===== src/rtl/kxrd_pkg.sv =====
`timescale 1ns / 1ps
// ----------------------------------------------------------------------------
// kxrd_pkg
// Shared types, constants and helpers of the keyed XOR run-length decoder.
// ----------------------------------------------------------------------------
package kxrd_pkg;

  localparam int PIX_W = 28;

  localparam logic [31:0] STEP_MUL  = 32'h2d83cdac;
  localparam logic [31:0] STEP_ADD  = 32'hd8a83423;
  localparam logic [31:0] LAYER_MUL = 32'h1e1530cd;
  localparam logic [31:0] LAYER_ADD = 32'hec3d47cd;

  localparam int CFG_IDX_W = 8;
  localparam logic [CFG_IDX_W-1:0] CFG_CIPHER_SEED  = 8'd0;
  localparam logic [CFG_IDX_W-1:0] CFG_LAYER_PIXELS = 8'd1;

  // One decoded byte, handed from the front to the back
  typedef struct packed {
    logic             layer_start;
    logic             layer_stop;
    logic             full_now;
    logic             run_valid;
    logic [6:0]       run_code;
    logic [PIX_W-1:0] run_len;
  } cmd_t;

  // Back status seen by the front
  typedef struct packed {
    logic             idle;
    logic             layer_full;
    logic [PIX_W-1:0] pixel_pos;
  } bk_stat_t;

  typedef struct packed {
    logic [7:0]       grey_level;
    logic [PIX_W-1:0] run_pixels;
    logic             final_run;
  } res_t;

  function automatic logic [7:0] grey_of(input logic [6:0] code);
    grey_of = (code == 7'd0) ? 8'd0 : {code, 1'b1};
  endfunction

endpackage


===== src/rtl/kxrd_cmd_queue.sv =====
`timescale 1ns / 1ps
// ----------------------------------------------------------------------------
// kxrd_cmd_queue
// Two-entry queue of decoded commands between the front and the back.
// ----------------------------------------------------------------------------
module kxrd_cmd_queue (
  input  logic          clk,
  input  logic          rst_n,
  input  logic          push,
  input  kxrd_pkg::cmd_t push_data,
  input  logic          pop,
  output kxrd_pkg::cmd_t head,
  output logic          q_empty,
  output logic          q_full
);
  import kxrd_pkg::*;

  cmd_t       mem_r [2];
  logic       wr_ptr_r, wr_ptr_nxt;
  logic       rd_ptr_r, rd_ptr_nxt;
  logic [1:0] cnt_r, cnt_nxt;
  logic       do_push, do_pop;

  assign q_empty = (cnt_r == 2'd0);
  assign q_full  = (cnt_r == 2'd2);
  assign head    = mem_r[rd_ptr_r];
  assign do_push = push && !q_full;
  assign do_pop  = pop && !q_empty;

  always_comb begin
    wr_ptr_nxt = do_push ? ~wr_ptr_r : wr_ptr_r;
    rd_ptr_nxt = do_pop ? ~rd_ptr_r : rd_ptr_r;
    cnt_nxt    = cnt_r + {1'b0, do_push} - {1'b0, do_pop};
  end

  always_ff @(posedge clk) begin
    if (!rst_n) begin
      wr_ptr_r <= 1'b0;
      rd_ptr_r <= 1'b0;
      cnt_r    <= 2'd0;
    end else begin
      wr_ptr_r <= wr_ptr_nxt;
      rd_ptr_r <= rd_ptr_nxt;
      cnt_r    <= cnt_nxt;
    end
  end

  always_ff @(posedge clk) begin
    if (do_push) begin
      mem_r[wr_ptr_r] <= push_data;
    end
  end

endmodule


===== src/rtl/kxrd_front.sv =====
`timescale 1ns / 1ps
// ----------------------------------------------------------------------------
// kxrd_front
// Accepts bytes, derives the layer key, decrypts and parses the stream into
// run commands.
// ----------------------------------------------------------------------------
module kxrd_front (
  input  logic                    clk,
  input  logic                    rst_n,
  input  logic                    in_push,
  output logic                    in_full,
  input  logic [7:0]              in_code_byte,
  input  logic                    in_layer_begin,
  input  logic                    in_layer_end,
  input  logic [15:0]             in_layer_number,
  input  logic [31:0]             cipher_seed,
  input  logic [kxrd_pkg::PIX_W-1:0] layer_pixels,
  input  kxrd_pkg::bk_stat_t      bk_stat,
  input  logic                    q_empty,
  input  logic                    q_full,
  output logic                    q_push,
  output kxrd_pkg::cmd_t          q_data
);
  import kxrd_pkg::*;

  localparam logic [2:0] F_IDLE = 3'd0;
  localparam logic [2:0] F_STEP = 3'd1;
  localparam logic [2:0] F_BASE = 3'd2;
  localparam logic [2:0] F_KEY  = 3'd3;
  localparam logic [2:0] F_PROC = 3'd4;

  localparam logic [1:0] PH_CODE = 2'd0;
  localparam logic [1:0] PH_LEN  = 2'd1;
  localparam logic [1:0] PH_EXT  = 2'd2;

  logic [2:0]       state_r, state_nxt;
  logic [7:0]       byte_r, byte_nxt;
  logic             start_r, start_nxt;
  logic             stop_r, stop_nxt;
  logic [15:0]      layer_r, layer_nxt;
  logic [31:0]      key_word_r, key_word_nxt;
  logic [31:0]      key_step_r, key_step_nxt;
  logic [1:0]       key_pos_r, key_pos_nxt;
  logic [1:0]       phase_r, phase_nxt;
  logic [6:0]       held_r, held_nxt;
  logic [PIX_W-1:0] accum_r, accum_nxt;
  logic [1:0]       ext_left_r, ext_left_nxt;

  logic             accept;
  logic             full_now;
  logic [7:0]       key_byte;
  logic [7:0]       b;
  logic [PIX_W-1:0] accum_sh;
  logic [1:0]       ext_dec;
  cmd_t             cmd;

  assign in_full = !((state_r == F_IDLE) && q_empty && bk_stat.idle);
  assign accept  = in_push && !in_full;

  always_comb begin
    unique case (key_pos_r)
      2'd0: key_byte = key_word_r[7:0];
      2'd1: key_byte = key_word_r[15:8];
      2'd2: key_byte = key_word_r[23:16];
      2'd3: key_byte = key_word_r[31:24];
      default: key_byte = key_word_r[7:0];
    endcase
  end

  assign b        = byte_r ^ key_byte;
  assign accum_sh = {accum_r[PIX_W-9:0], b};
  assign ext_dec  = ext_left_r - 2'd1;
  assign full_now = start_r ? (layer_pixels == '0)
                            : (bk_stat.layer_full || (bk_stat.pixel_pos >= layer_pixels));

  always_comb begin
    state_nxt    = state_r;
    byte_nxt     = byte_r;
    start_nxt    = start_r;
    stop_nxt     = stop_r;
    layer_nxt    = layer_r;
    key_word_nxt = key_word_r;
    key_step_nxt = key_step_r;
    key_pos_nxt  = key_pos_r;
    phase_nxt    = phase_r;
    held_nxt     = held_r;
    accum_nxt    = accum_r;
    ext_left_nxt = ext_left_r;
    cmd          = '0;
    q_push       = 1'b0;

    unique case (state_r)
      F_IDLE: begin
        if (accept) begin
          byte_nxt  = in_code_byte;
          start_nxt = in_layer_begin;
          stop_nxt  = in_layer_end;
          layer_nxt = in_layer_number;
          state_nxt = F_PROC;
          if (in_layer_begin) begin
            phase_nxt    = PH_CODE;
            held_nxt     = '0;
            accum_nxt    = '0;
            ext_left_nxt = '0;
            key_pos_nxt  = '0;
            if (cipher_seed != 32'd0) begin
              state_nxt = F_STEP;
            end else begin
              key_word_nxt = '0;
              key_step_nxt = '0;
            end
          end
        end
      end
      F_STEP: begin
        key_step_nxt = cipher_seed * STEP_MUL + STEP_ADD;
        state_nxt    = F_BASE;
      end
      F_BASE: begin
        // hold the layer term in the key word until the final product
        key_word_nxt = {16'd0, layer_r} * LAYER_MUL + LAYER_ADD;
        state_nxt    = F_KEY;
      end
      F_KEY: begin
        key_word_nxt = key_word_r * key_step_r;
        state_nxt    = F_PROC;
      end
      F_PROC: begin
        cmd.layer_start = start_r;
        cmd.layer_stop  = stop_r;
        cmd.full_now    = full_now;
        if (!full_now) begin
          key_pos_nxt = key_pos_r + 2'd1;
          if (key_pos_r == 2'd3) begin
            key_word_nxt = key_word_r + key_step_r;
          end
          unique case (phase_r)
            PH_CODE: begin
              if (!b[7]) begin
                cmd.run_valid = 1'b1;
                cmd.run_code  = b[6:0];
                cmd.run_len   = PIX_W'(1);
              end else begin
                held_nxt  = b[6:0];
                phase_nxt = PH_LEN;
              end
            end
            PH_LEN: begin
              priority if (!b[7]) begin
                phase_nxt     = PH_CODE;
                cmd.run_valid = 1'b1;
                cmd.run_code  = held_r;
                cmd.run_len   = {{(PIX_W-7){1'b0}}, b[6:0]};
              end else if (!b[6]) begin
                accum_nxt    = {{(PIX_W-6){1'b0}}, b[5:0]};
                ext_left_nxt = 2'd1;
                phase_nxt    = PH_EXT;
              end else if (!b[5]) begin
                accum_nxt    = {{(PIX_W-5){1'b0}}, b[4:0]};
                ext_left_nxt = 2'd2;
                phase_nxt    = PH_EXT;
              end else if (!b[4]) begin
                accum_nxt    = {{(PIX_W-4){1'b0}}, b[3:0]};
                ext_left_nxt = 2'd3;
                phase_nxt    = PH_EXT;
              end else begin
                // escape prefix: single pixel
                phase_nxt     = PH_CODE;
                cmd.run_valid = 1'b1;
                cmd.run_code  = held_r;
                cmd.run_len   = PIX_W'(1);
              end
            end
            PH_EXT: begin
              accum_nxt    = accum_sh;
              ext_left_nxt = ext_dec;
              if (ext_dec == 2'd0) begin
                phase_nxt     = PH_CODE;
                cmd.run_valid = 1'b1;
                cmd.run_code  = held_r;
                cmd.run_len   = accum_sh;
              end
            end
            default: begin
              phase_nxt = PH_CODE;
            end
          endcase
        end
        if (stop_r) begin
          // drop any partial code
          phase_nxt    = PH_CODE;
          accum_nxt    = '0;
          ext_left_nxt = '0;
        end
        if (!q_full) begin
          q_push    = 1'b1;
          state_nxt = F_IDLE;
        end else begin
          key_pos_nxt  = key_pos_r;
          key_word_nxt = key_word_r;
          phase_nxt    = phase_r;
          held_nxt     = held_r;
          accum_nxt    = accum_r;
          ext_left_nxt = ext_left_r;
        end
      end
      default: begin
        state_nxt = F_IDLE;
      end
    endcase
  end

  assign q_data = cmd;

  always_ff @(posedge clk) begin
    if (!rst_n) begin
      state_r    <= F_IDLE;
      key_word_r <= '0;
      key_step_r <= '0;
      key_pos_r  <= '0;
      phase_r    <= PH_CODE;
      held_r     <= '0;
      accum_r    <= '0;
      ext_left_r <= '0;
    end else begin
      state_r    <= state_nxt;
      key_word_r <= key_word_nxt;
      key_step_r <= key_step_nxt;
      key_pos_r  <= key_pos_nxt;
      phase_r    <= phase_nxt;
      held_r     <= held_nxt;
      accum_r    <= accum_nxt;
      ext_left_r <= ext_left_nxt;
    end
  end

  always_ff @(posedge clk) begin
    byte_r  <= byte_nxt;
    start_r <= start_nxt;
    stop_r  <= stop_nxt;
    layer_r <= layer_nxt;
  end

endmodule


===== src/rtl/kxrd_back.sv =====
`timescale 1ns / 1ps
// ----------------------------------------------------------------------------
// kxrd_back
// Clips runs to the pixels left in the layer, closes layers and queues the
// resulting runs for the consumer.
// ----------------------------------------------------------------------------
module kxrd_back (
  input  logic                       clk,
  input  logic                       rst_n,
  input  logic [kxrd_pkg::PIX_W-1:0] layer_pixels,
  input  kxrd_pkg::cmd_t             q_head,
  input  logic                       q_empty,
  output logic                       q_pop,
  output kxrd_pkg::bk_stat_t         bk_stat,
  output logic                       out_empty,
  input  logic                       out_pop,
  output kxrd_pkg::res_t             out_res
);
  import kxrd_pkg::*;

  localparam logic [1:0] B_IDLE = 2'd0;
  localparam logic [1:0] B_LEFT = 2'd1;
  localparam logic [1:0] B_RUN  = 2'd2;
  localparam logic [1:0] B_END  = 2'd3;

  logic [1:0]       state_r, state_nxt;
  cmd_t             cmd_r, cmd_nxt;
  logic [PIX_W-1:0] pixel_pos_r, pixel_pos_nxt;
  logic             layer_full_r, layer_full_nxt;
  logic [PIX_W-1:0] left_r, left_nxt;

  res_t             res_mem_r [2];
  logic             wr_ptr_r, rd_ptr_r;
  logic [1:0]       cnt_r;

  logic             space;
  logic             push;
  res_t             push_res;
  logic             do_pop;
  logic [PIX_W-1:0] clip_n;
  logic [PIX_W-1:0] left_after;

  assign space     = (cnt_r != 2'd2);
  assign out_empty = (cnt_r == 2'd0);
  assign do_pop    = out_pop && !out_empty;
  assign out_res   = res_mem_r[rd_ptr_r];

  assign bk_stat.idle       = (state_r == B_IDLE);
  assign bk_stat.layer_full = layer_full_r;
  assign bk_stat.pixel_pos  = pixel_pos_r;

  always_comb begin
    if (!cmd_r.run_valid) begin
      clip_n = '0;
    end else if (cmd_r.run_len < left_r) begin
      clip_n = cmd_r.run_len;
    end else begin
      clip_n = left_r;
    end
  end

  assign left_after = left_r - clip_n;

  always_comb begin
    state_nxt      = state_r;
    cmd_nxt        = cmd_r;
    pixel_pos_nxt  = pixel_pos_r;
    layer_full_nxt = layer_full_r;
    left_nxt       = left_r;
    q_pop          = 1'b0;
    push           = 1'b0;
    push_res       = '0;

    unique case (state_r)
      B_IDLE: begin
        if (!q_empty) begin
          q_pop   = 1'b1;
          cmd_nxt = q_head;
          if (q_head.layer_start) begin
            pixel_pos_nxt  = '0;
            layer_full_nxt = q_head.full_now;
          end else begin
            layer_full_nxt = layer_full_r | q_head.full_now;
          end
          state_nxt = B_LEFT;
        end
      end
      B_LEFT: begin
        left_nxt  = (pixel_pos_r < layer_pixels) ? (layer_pixels - pixel_pos_r) : '0;
        state_nxt = B_RUN;
      end
      B_RUN: begin
        if (space) begin
          if (clip_n != '0) begin
            push                = 1'b1;
            push_res.grey_level = grey_of(cmd_r.run_code);
            push_res.run_pixels = clip_n;
            push_res.final_run  = cmd_r.layer_stop && (left_after == '0);
          end
          pixel_pos_nxt = pixel_pos_r + clip_n;
          left_nxt      = left_after;
          if ((left_after == '0) || cmd_r.layer_stop) begin
            layer_full_nxt = 1'b1;
          end
          // a closing byte needs a trailer unless its own run filled the layer
          if (cmd_r.layer_stop && !((clip_n != '0) && (left_after == '0))) begin
            state_nxt = B_END;
          end else begin
            state_nxt = B_IDLE;
          end
        end
      end
      B_END: begin
        if (space) begin
          push                = 1'b1;
          push_res.grey_level = 8'd0;
          push_res.run_pixels = left_r;
          push_res.final_run  = 1'b1;
          pixel_pos_nxt       = pixel_pos_r + left_r;
          layer_full_nxt      = 1'b1;
          state_nxt           = B_IDLE;
        end
      end
      default: begin
        state_nxt = B_IDLE;
      end
    endcase
  end

  always_ff @(posedge clk) begin
    if (!rst_n) begin
      state_r      <= B_IDLE;
      pixel_pos_r  <= '0;
      layer_full_r <= 1'b0;
      wr_ptr_r     <= 1'b0;
      rd_ptr_r     <= 1'b0;
      cnt_r        <= 2'd0;
    end else begin
      state_r      <= state_nxt;
      pixel_pos_r  <= pixel_pos_nxt;
      layer_full_r <= layer_full_nxt;
      if (push) begin
        wr_ptr_r <= ~wr_ptr_r;
      end
      if (do_pop) begin
        rd_ptr_r <= ~rd_ptr_r;
      end
      cnt_r <= cnt_r + {1'b0, push} - {1'b0, do_pop};
    end
  end

  always_ff @(posedge clk) begin
    cmd_r  <= cmd_nxt;
    left_r <= left_nxt;
    if (push) begin
      res_mem_r[wr_ptr_r] <= push_res;
    end
  end

endmodule


===== src/rtl/keyed_xor_rle_layer_decoder_unit.sv =====
`timescale 1ns / 1ps
// ----------------------------------------------------------------------------
// keyed_xor_rle_layer_decoder_unit
// Keyed XOR run-length layer decoder: encoded bytes in, grey pixel runs out.
// ----------------------------------------------------------------------------
// One byte is taken at a time and the next is accepted once the back has
// clipped and queued the previous byte's runs: the byte is accepted and
// decoded in the front, then popped, its remaining pixels computed and its
// run clipped in the back. A layer_begin byte with a nonzero cipher_seed
// first passes through the key derivation, which runs its three
// multiplications through one register each. A layer_end byte that needs a
// closing run adds a trailer step in the back. Results sit in a two-deep
// output queue, so the consumer may leave up to two runs waiting before the
// back stalls; while both entries are taken, the byte inside and the input
// wait until a run is popped. Configuration writes are always ready and take
// effect at once; write them only between layers or while the block is idle.
// ----------------------------------------------------------------------------
module keyed_xor_rle_layer_decoder_unit (
  input  logic                       clk,
  input  logic                       rst_n,
  input  logic                       in_push,
  output logic                       in_full,
  input  logic [7:0]                 in_code_byte,
  input  logic                       in_layer_begin,
  input  logic                       in_layer_end,
  input  logic [15:0]                in_layer_number,
  output logic                       out_empty,
  input  logic                       out_pop,
  output logic [7:0]                 out_grey_level,
  output logic [kxrd_pkg::PIX_W-1:0] out_run_pixels,
  output logic                       out_final_run,
  input  logic                       cfg_valid,
  output logic                       cfg_ready,
  input  logic [kxrd_pkg::CFG_IDX_W-1:0] cfg_index,
  input  logic [31:0]                cfg_data
);
  import kxrd_pkg::*;

  logic [31:0]      cipher_seed_r;
  logic [PIX_W-1:0] layer_pixels_r;

  cmd_t     q_data;
  cmd_t     q_head;
  logic     q_push, q_pop, q_empty, q_full;
  bk_stat_t bk_stat;
  res_t     out_res;

  assign cfg_ready = 1'b1;

  always_ff @(posedge clk) begin
    if (!rst_n) begin
      cipher_seed_r  <= '0;
      layer_pixels_r <= PIX_W'(1);
    end else if (cfg_valid) begin
      unique case (cfg_index)
        CFG_CIPHER_SEED:  cipher_seed_r  <= cfg_data;
        CFG_LAYER_PIXELS: layer_pixels_r <= cfg_data[PIX_W-1:0];
        default: begin
          // drop writes to unknown registers
        end
      endcase
    end
  end

  kxrd_front u_front (
    .clk             (clk),
    .rst_n           (rst_n),
    .in_push         (in_push),
    .in_full         (in_full),
    .in_code_byte    (in_code_byte),
    .in_layer_begin  (in_layer_begin),
    .in_layer_end    (in_layer_end),
    .in_layer_number (in_layer_number),
    .cipher_seed     (cipher_seed_r),
    .layer_pixels    (layer_pixels_r),
    .bk_stat         (bk_stat),
    .q_empty         (q_empty),
    .q_full          (q_full),
    .q_push          (q_push),
    .q_data          (q_data)
  );

  kxrd_cmd_queue u_queue (
    .clk       (clk),
    .rst_n     (rst_n),
    .push      (q_push),
    .push_data (q_data),
    .pop       (q_pop),
    .head      (q_head),
    .q_empty   (q_empty),
    .q_full    (q_full)
  );

  kxrd_back u_back (
    .clk          (clk),
    .rst_n        (rst_n),
    .layer_pixels (layer_pixels_r),
    .q_head       (q_head),
    .q_empty      (q_empty),
    .q_pop        (q_pop),
    .bk_stat      (bk_stat),
    .out_empty    (out_empty),
    .out_pop      (out_pop),
    .out_res      (out_res)
  );

  assign out_grey_level = out_res.grey_level;
  assign out_run_pixels = out_res.run_pixels;
  assign out_final_run  = out_res.final_run;

endmodule


===== config.mk =====
export PLATFORM = sky130hd
export DESIGN_NAME = keyed_xor_rle_layer_decoder_unit
export DESIGN_NICKNAME = d
export VERILOG_FILES = /design/src/rtl/kxrd_pkg.sv /design/src/rtl/kxrd_cmd_queue.sv /design/src/rtl/kxrd_front.sv /design/src/rtl/kxrd_back.sv /design/src/rtl/keyed_xor_rle_layer_decoder_unit.sv
export SDC_FILE = /design/constraint.sdc
export NUM_CORES = 2
export LEC_CHECK = 0
export ABC_AREA = 1
export ABC_CLOCK_PERIOD_IN_PS = 13100
export BUFFER_PORTS_ARGS = -buffer_cell sky130_fd_sc_hd__clkbuf_2
export CAP_MARGIN = 20
export CORE_MARGIN = 2
export CORE_UTILIZATION = 65
export CTS_CLUSTER_DIAMETER = 40
export DETAILED_ROUTE_END_ITERATION = 7
export PLACE_DENSITY = 0.82
export SLEW_MARGIN = 25
export SYNTH_ARGS = -nofsm -noshare
export SYNTH_HDL_FRONTEND = slang
export SYNTH_HIERARCHICAL = 1
export SYNTH_SLANG_ARGS = --single-unit

===== constraint.sdc =====
create_clock -name clk -period 13.1 [get_ports clk]
set_input_delay 3.275 -clock clk [delete_from_list [all_inputs] [get_ports clk]]
set_output_delay 3.275 -clock clk [all_outputs]
set_load 0.02 [all_outputs]

==> qor_table.md <==
| Parameter | This run |
|---|---|
| Synthesized area divided by synthesized cell count | 7.91 um2 |
| I/O pins | 111 |
| Sequential standard cell area | 11,300 um2 |
| Clock latency on the worst-skew pair | 670 ps |
| Number of flip-flops and latches in the synthesized netlist | 443 |
| Clock buffers created by TritonCTS | 74 |
| Simple logic cell fraction of the synthesized area | 0.190 |
| Commonest cells in the synthesized netlist | inv_1 (1,678), nand2_1 (1,590), fa_1 (701), ha_1 (631), a21oi_1 (446) |
| Cell count after synthesis | 7,472 |
| Detail Route Antenna Nets | 0 |
| Fraction of met3 tracks used by global routing | 0.0806 |
| Synth top area share | 0.237 |
| Die Ht | 306 um |
| Per-cell via count in the routed design | 5.74 |
| Footprint of the multi-input gates | 40,400 um2 |
| FFs w/ async S/R, synth | 0 |
| Total of warnings raised by yosys | 6 |
| DRC violation total after the first TritonRoute iteration | 4,308 |
| Number of detailed-route iterations in the first pass | 6 |
| Width of the die | 306 um |
| Synthesized area | 59,100 um2 |
| Count of distinct cell types in the synthesized netlist | 68 |
| Number of flops mapped to enable cells by yosys | 243 |
| GRT Overall Usage | 0.385 |
| Starting density of the core | 0.656 |
| Worst setup path class | reg2reg |
| Area fraction in compound gates after synthesis | 0.0859 |
| Crit path arrival time | 7960 ps |
| Status | completed |
| GRT overflow | 0 |
| Largest fanout of any net on the critical path | 21 |
| Clock-pin slew on the worst setup and hold paths | 60 ps |
| Number of antenna violations at the first check in global routing | 4 |
| Via count of the first global-routing pass | 51,200 |
| Synth-to-layout area growth | 6.89% |
| Hold slack final | 459 ps |
| Xor/xnor cell area share of the yosys netlist | 0.0214 |
| Cell row count | 110 |
| Post-synth top flop | edfxtp_1 |
| Minimum clock period | 7480 ps |
| Unrepaired setup endpoints after global routing | false |
| M1 GR Usage | 0.467 |
| Wire length per cell | 20.4 um |
| Largest buffer count on any clock path | 3 |
| Portion of netlist area occupied by mux cells | 0.0151 |
| Antenna diode count | 0 |
| Headroom to the max-slew limit | 0.265 |
| Fmax | 0.134 GHz |
| Number of hold violations in the final report | 0 |
| CTS H-tree depth | 3 |
| Number of buffer cells added on primary ports | 109 |
| Max Cap Viol | 0 |
| Fill cell instance count of the final layout | 7,223 |
| Vias post-DR | 50,100 |
| Largest net degree at the start of global routing | 76 |
| Hold buffer count at CTS | 0 |
| Residual DRC count | 0 |
| Count of final setup violators | 0 |
| CTS tree | done |
| Gates resized, CTS repair | 0 |
| Summed negative setup slack over all endpoints | 0 ps |
| Proportion of layout cells with a drive suffix above 1 | 0.0635 |
| Adder-cell share of the synthesized area | 0.371 |
| Detailed-route wire length | 178,000 um |
| Required arrival time at the worst endpoint | 13,580 ps |
| Nets in the synthesized netlist | 8,875 |
| CP startpoint kind | flip-flop |
| Combinational family with the most area after synthesis | adder cells |
| Most Crowded Layer GR | met2 |
| RD Place Congestion | 1.01 |
| CTS Root Cell | clkbuf_16 |
| Tightest Pin Transition | 1100 ps |
| Wire length of the first global-routing pass | 278,000 um |
| Largest cells by area after synthesis | fa_1 (24%), ha_1 (13%), edfxtp_1 (12%), inv_1 (11%), nand2_1 (10%) |
| Global routing met2 resource utilization | 0.640 |
| Area of the core region | 90,100 um2 |
| Type of destination of the critical path | flip-flop |
| Detailed-placement wirelength estimate | 140,000 um |
| Final net count | 8,886 |
| Area leader, netlist | fa_1 |
| Portion of the clock cycle consumed by the worst path in the final layout | 0.571 |
| Max-slew violation count | 0 |
| Number of sinks on the clock net | 443 |
| Top-count cell post-synth | inv_1 |
| Portion of the post-synthesis area used by sequential elements | 0.191 |
| Setup Fix Bufs, Post-CTS | 0 |
| Clock skew | 40.3 ps |
| Die Outline Area | 93,400 um2 |
| Path category of the worst min-delay check | reg2reg |
metal layers:
metal / share of wire / wire, um / up-vias
met4: 0.063 / 11200 / 8
met3: 0.090 / 15900 / 590
met2: 0.47 / 83400 / 2345
met5: 0.00028 / 50 / -
met1: 0.38 / 67200 / 23800
li1: - / - / 23400
through the flow:
| step | setup WS [ps] | instances | area, um2 | utilization |
|---|---|---|---|---|
| after detailed placement | 5730 | 8582 | 60500 | 0.671 |
| after global routing | 5290 | 8720 | 63200 | 0.701 |
| final | 5620 | 8720 | 63200 | 0.701 |
| after global placement | 5740 | 8581 | 60500 | 0.671 |
| after CTS | 5690 | 8719 | 63200 | 0.701 |
| after floorplan | 6320 | 7472 | 59100 | - |
kinds of logic after synthesis:
kind of cell,count (synthesis)
and+or+nand+nor,2645
AOI/OAI and AO/OA,922
adders and majority gates,1332
muxes,76
xor gates and xnor gates,140
other,1
buffers and inverters,1913
DFF,443
area by class of cell:
type,instances,area share
inverter,1688,0.100
clock buffer,89,0.0318
sequential,443,0.179
tap,1176,0.0233
timing repair buffer,160,0.0153
clock inverter,48,0.0105
multi-input combinational,5116,0.640
registers in the layout, indices dropped and copies added (netlist names), 2 cells and up, named ones only:
signal,count
u_queue/mem_r,78
u_back/res_mem_r,74
u_back/cmd_r,37
cipher_seed_r,32
u_front/key_word_r,32
u_front/key_step_r,31
layer_pixels_r,28
u_back/left_r,28
u_back/pixel_pos_r,28
u_front/accum_r,20
u_front/layer_r,16
u_front/byte_r,8
u_front/held_r,7
u_front/state_r,3
u_back/cnt_r,2
u_back/state_r,2
u_front/ext_left_r,2
u_front/key_pos_r,2
u_front/phase_r,2
u_queue/cnt_r,2
worst paths after layout:
check | depth (start not counted) | startpoint | slack (ps) | end
worst max-delay path | 23 | u_front/key_word_r[13] | 5620 | u_front/key_word_r[29]
worst min register to register | 1 | u_back/rd_ptr_r | 460 | flip-flop
worst max register to register | 23 | u_front/key_word_r[13] | 5620 | u_front/key_word_r[29]
worst min-delay path | 1 | u_back/rd_ptr_r | 460 | flip-flop
cells in the final DEF (no fill, tap or decap), drive strengths merged, types with 4 or more instances in the layout:
cell type,instances
o31ai,6
o221ai,6
o22ai,48
clkbuf,197
a21oi,451
nor2,456
a21boi,7
xor2,76
nor4,28
a211oi,8
nand3b,48
o21a,14
nand2,1613
buf,52
a221oi,4
o211ai,17
inv,1703
clkinv,21
mux2,76
xnor2,64
a31oi,6
clkinvlp,5
fa,701
dfxtp,200
ha,631
o21bai,29
edfxtp,243
a21o,25
nand4,53
o21ai,288
a32oi,6
nor3,73
nand3,343
bufinv,7
or2,22
critical path, cell delays in order, from the launching register on:
cell and delay [ps]:
dfxtp_1 970, ha_1 430, fa_1 480, fa_1 490, inv_1 70, fa_1 520, fa_1 560, inv_1 50
fa_1 630, fa_1 480, fa_1 630, fa_1 460, ha_1 380, nand2_1 120, nor2_1 230, nand2_1 80
nor3_1 140, nand2_1 100, nand3_1 80, nand2_1 60, nand3_1 110, nand3_1 80, nand2_1 70, a21oi_1 70
Power is not shown: default switching activity piles up to over one toggle a cycle in this logic, so the estimate is an artifact.
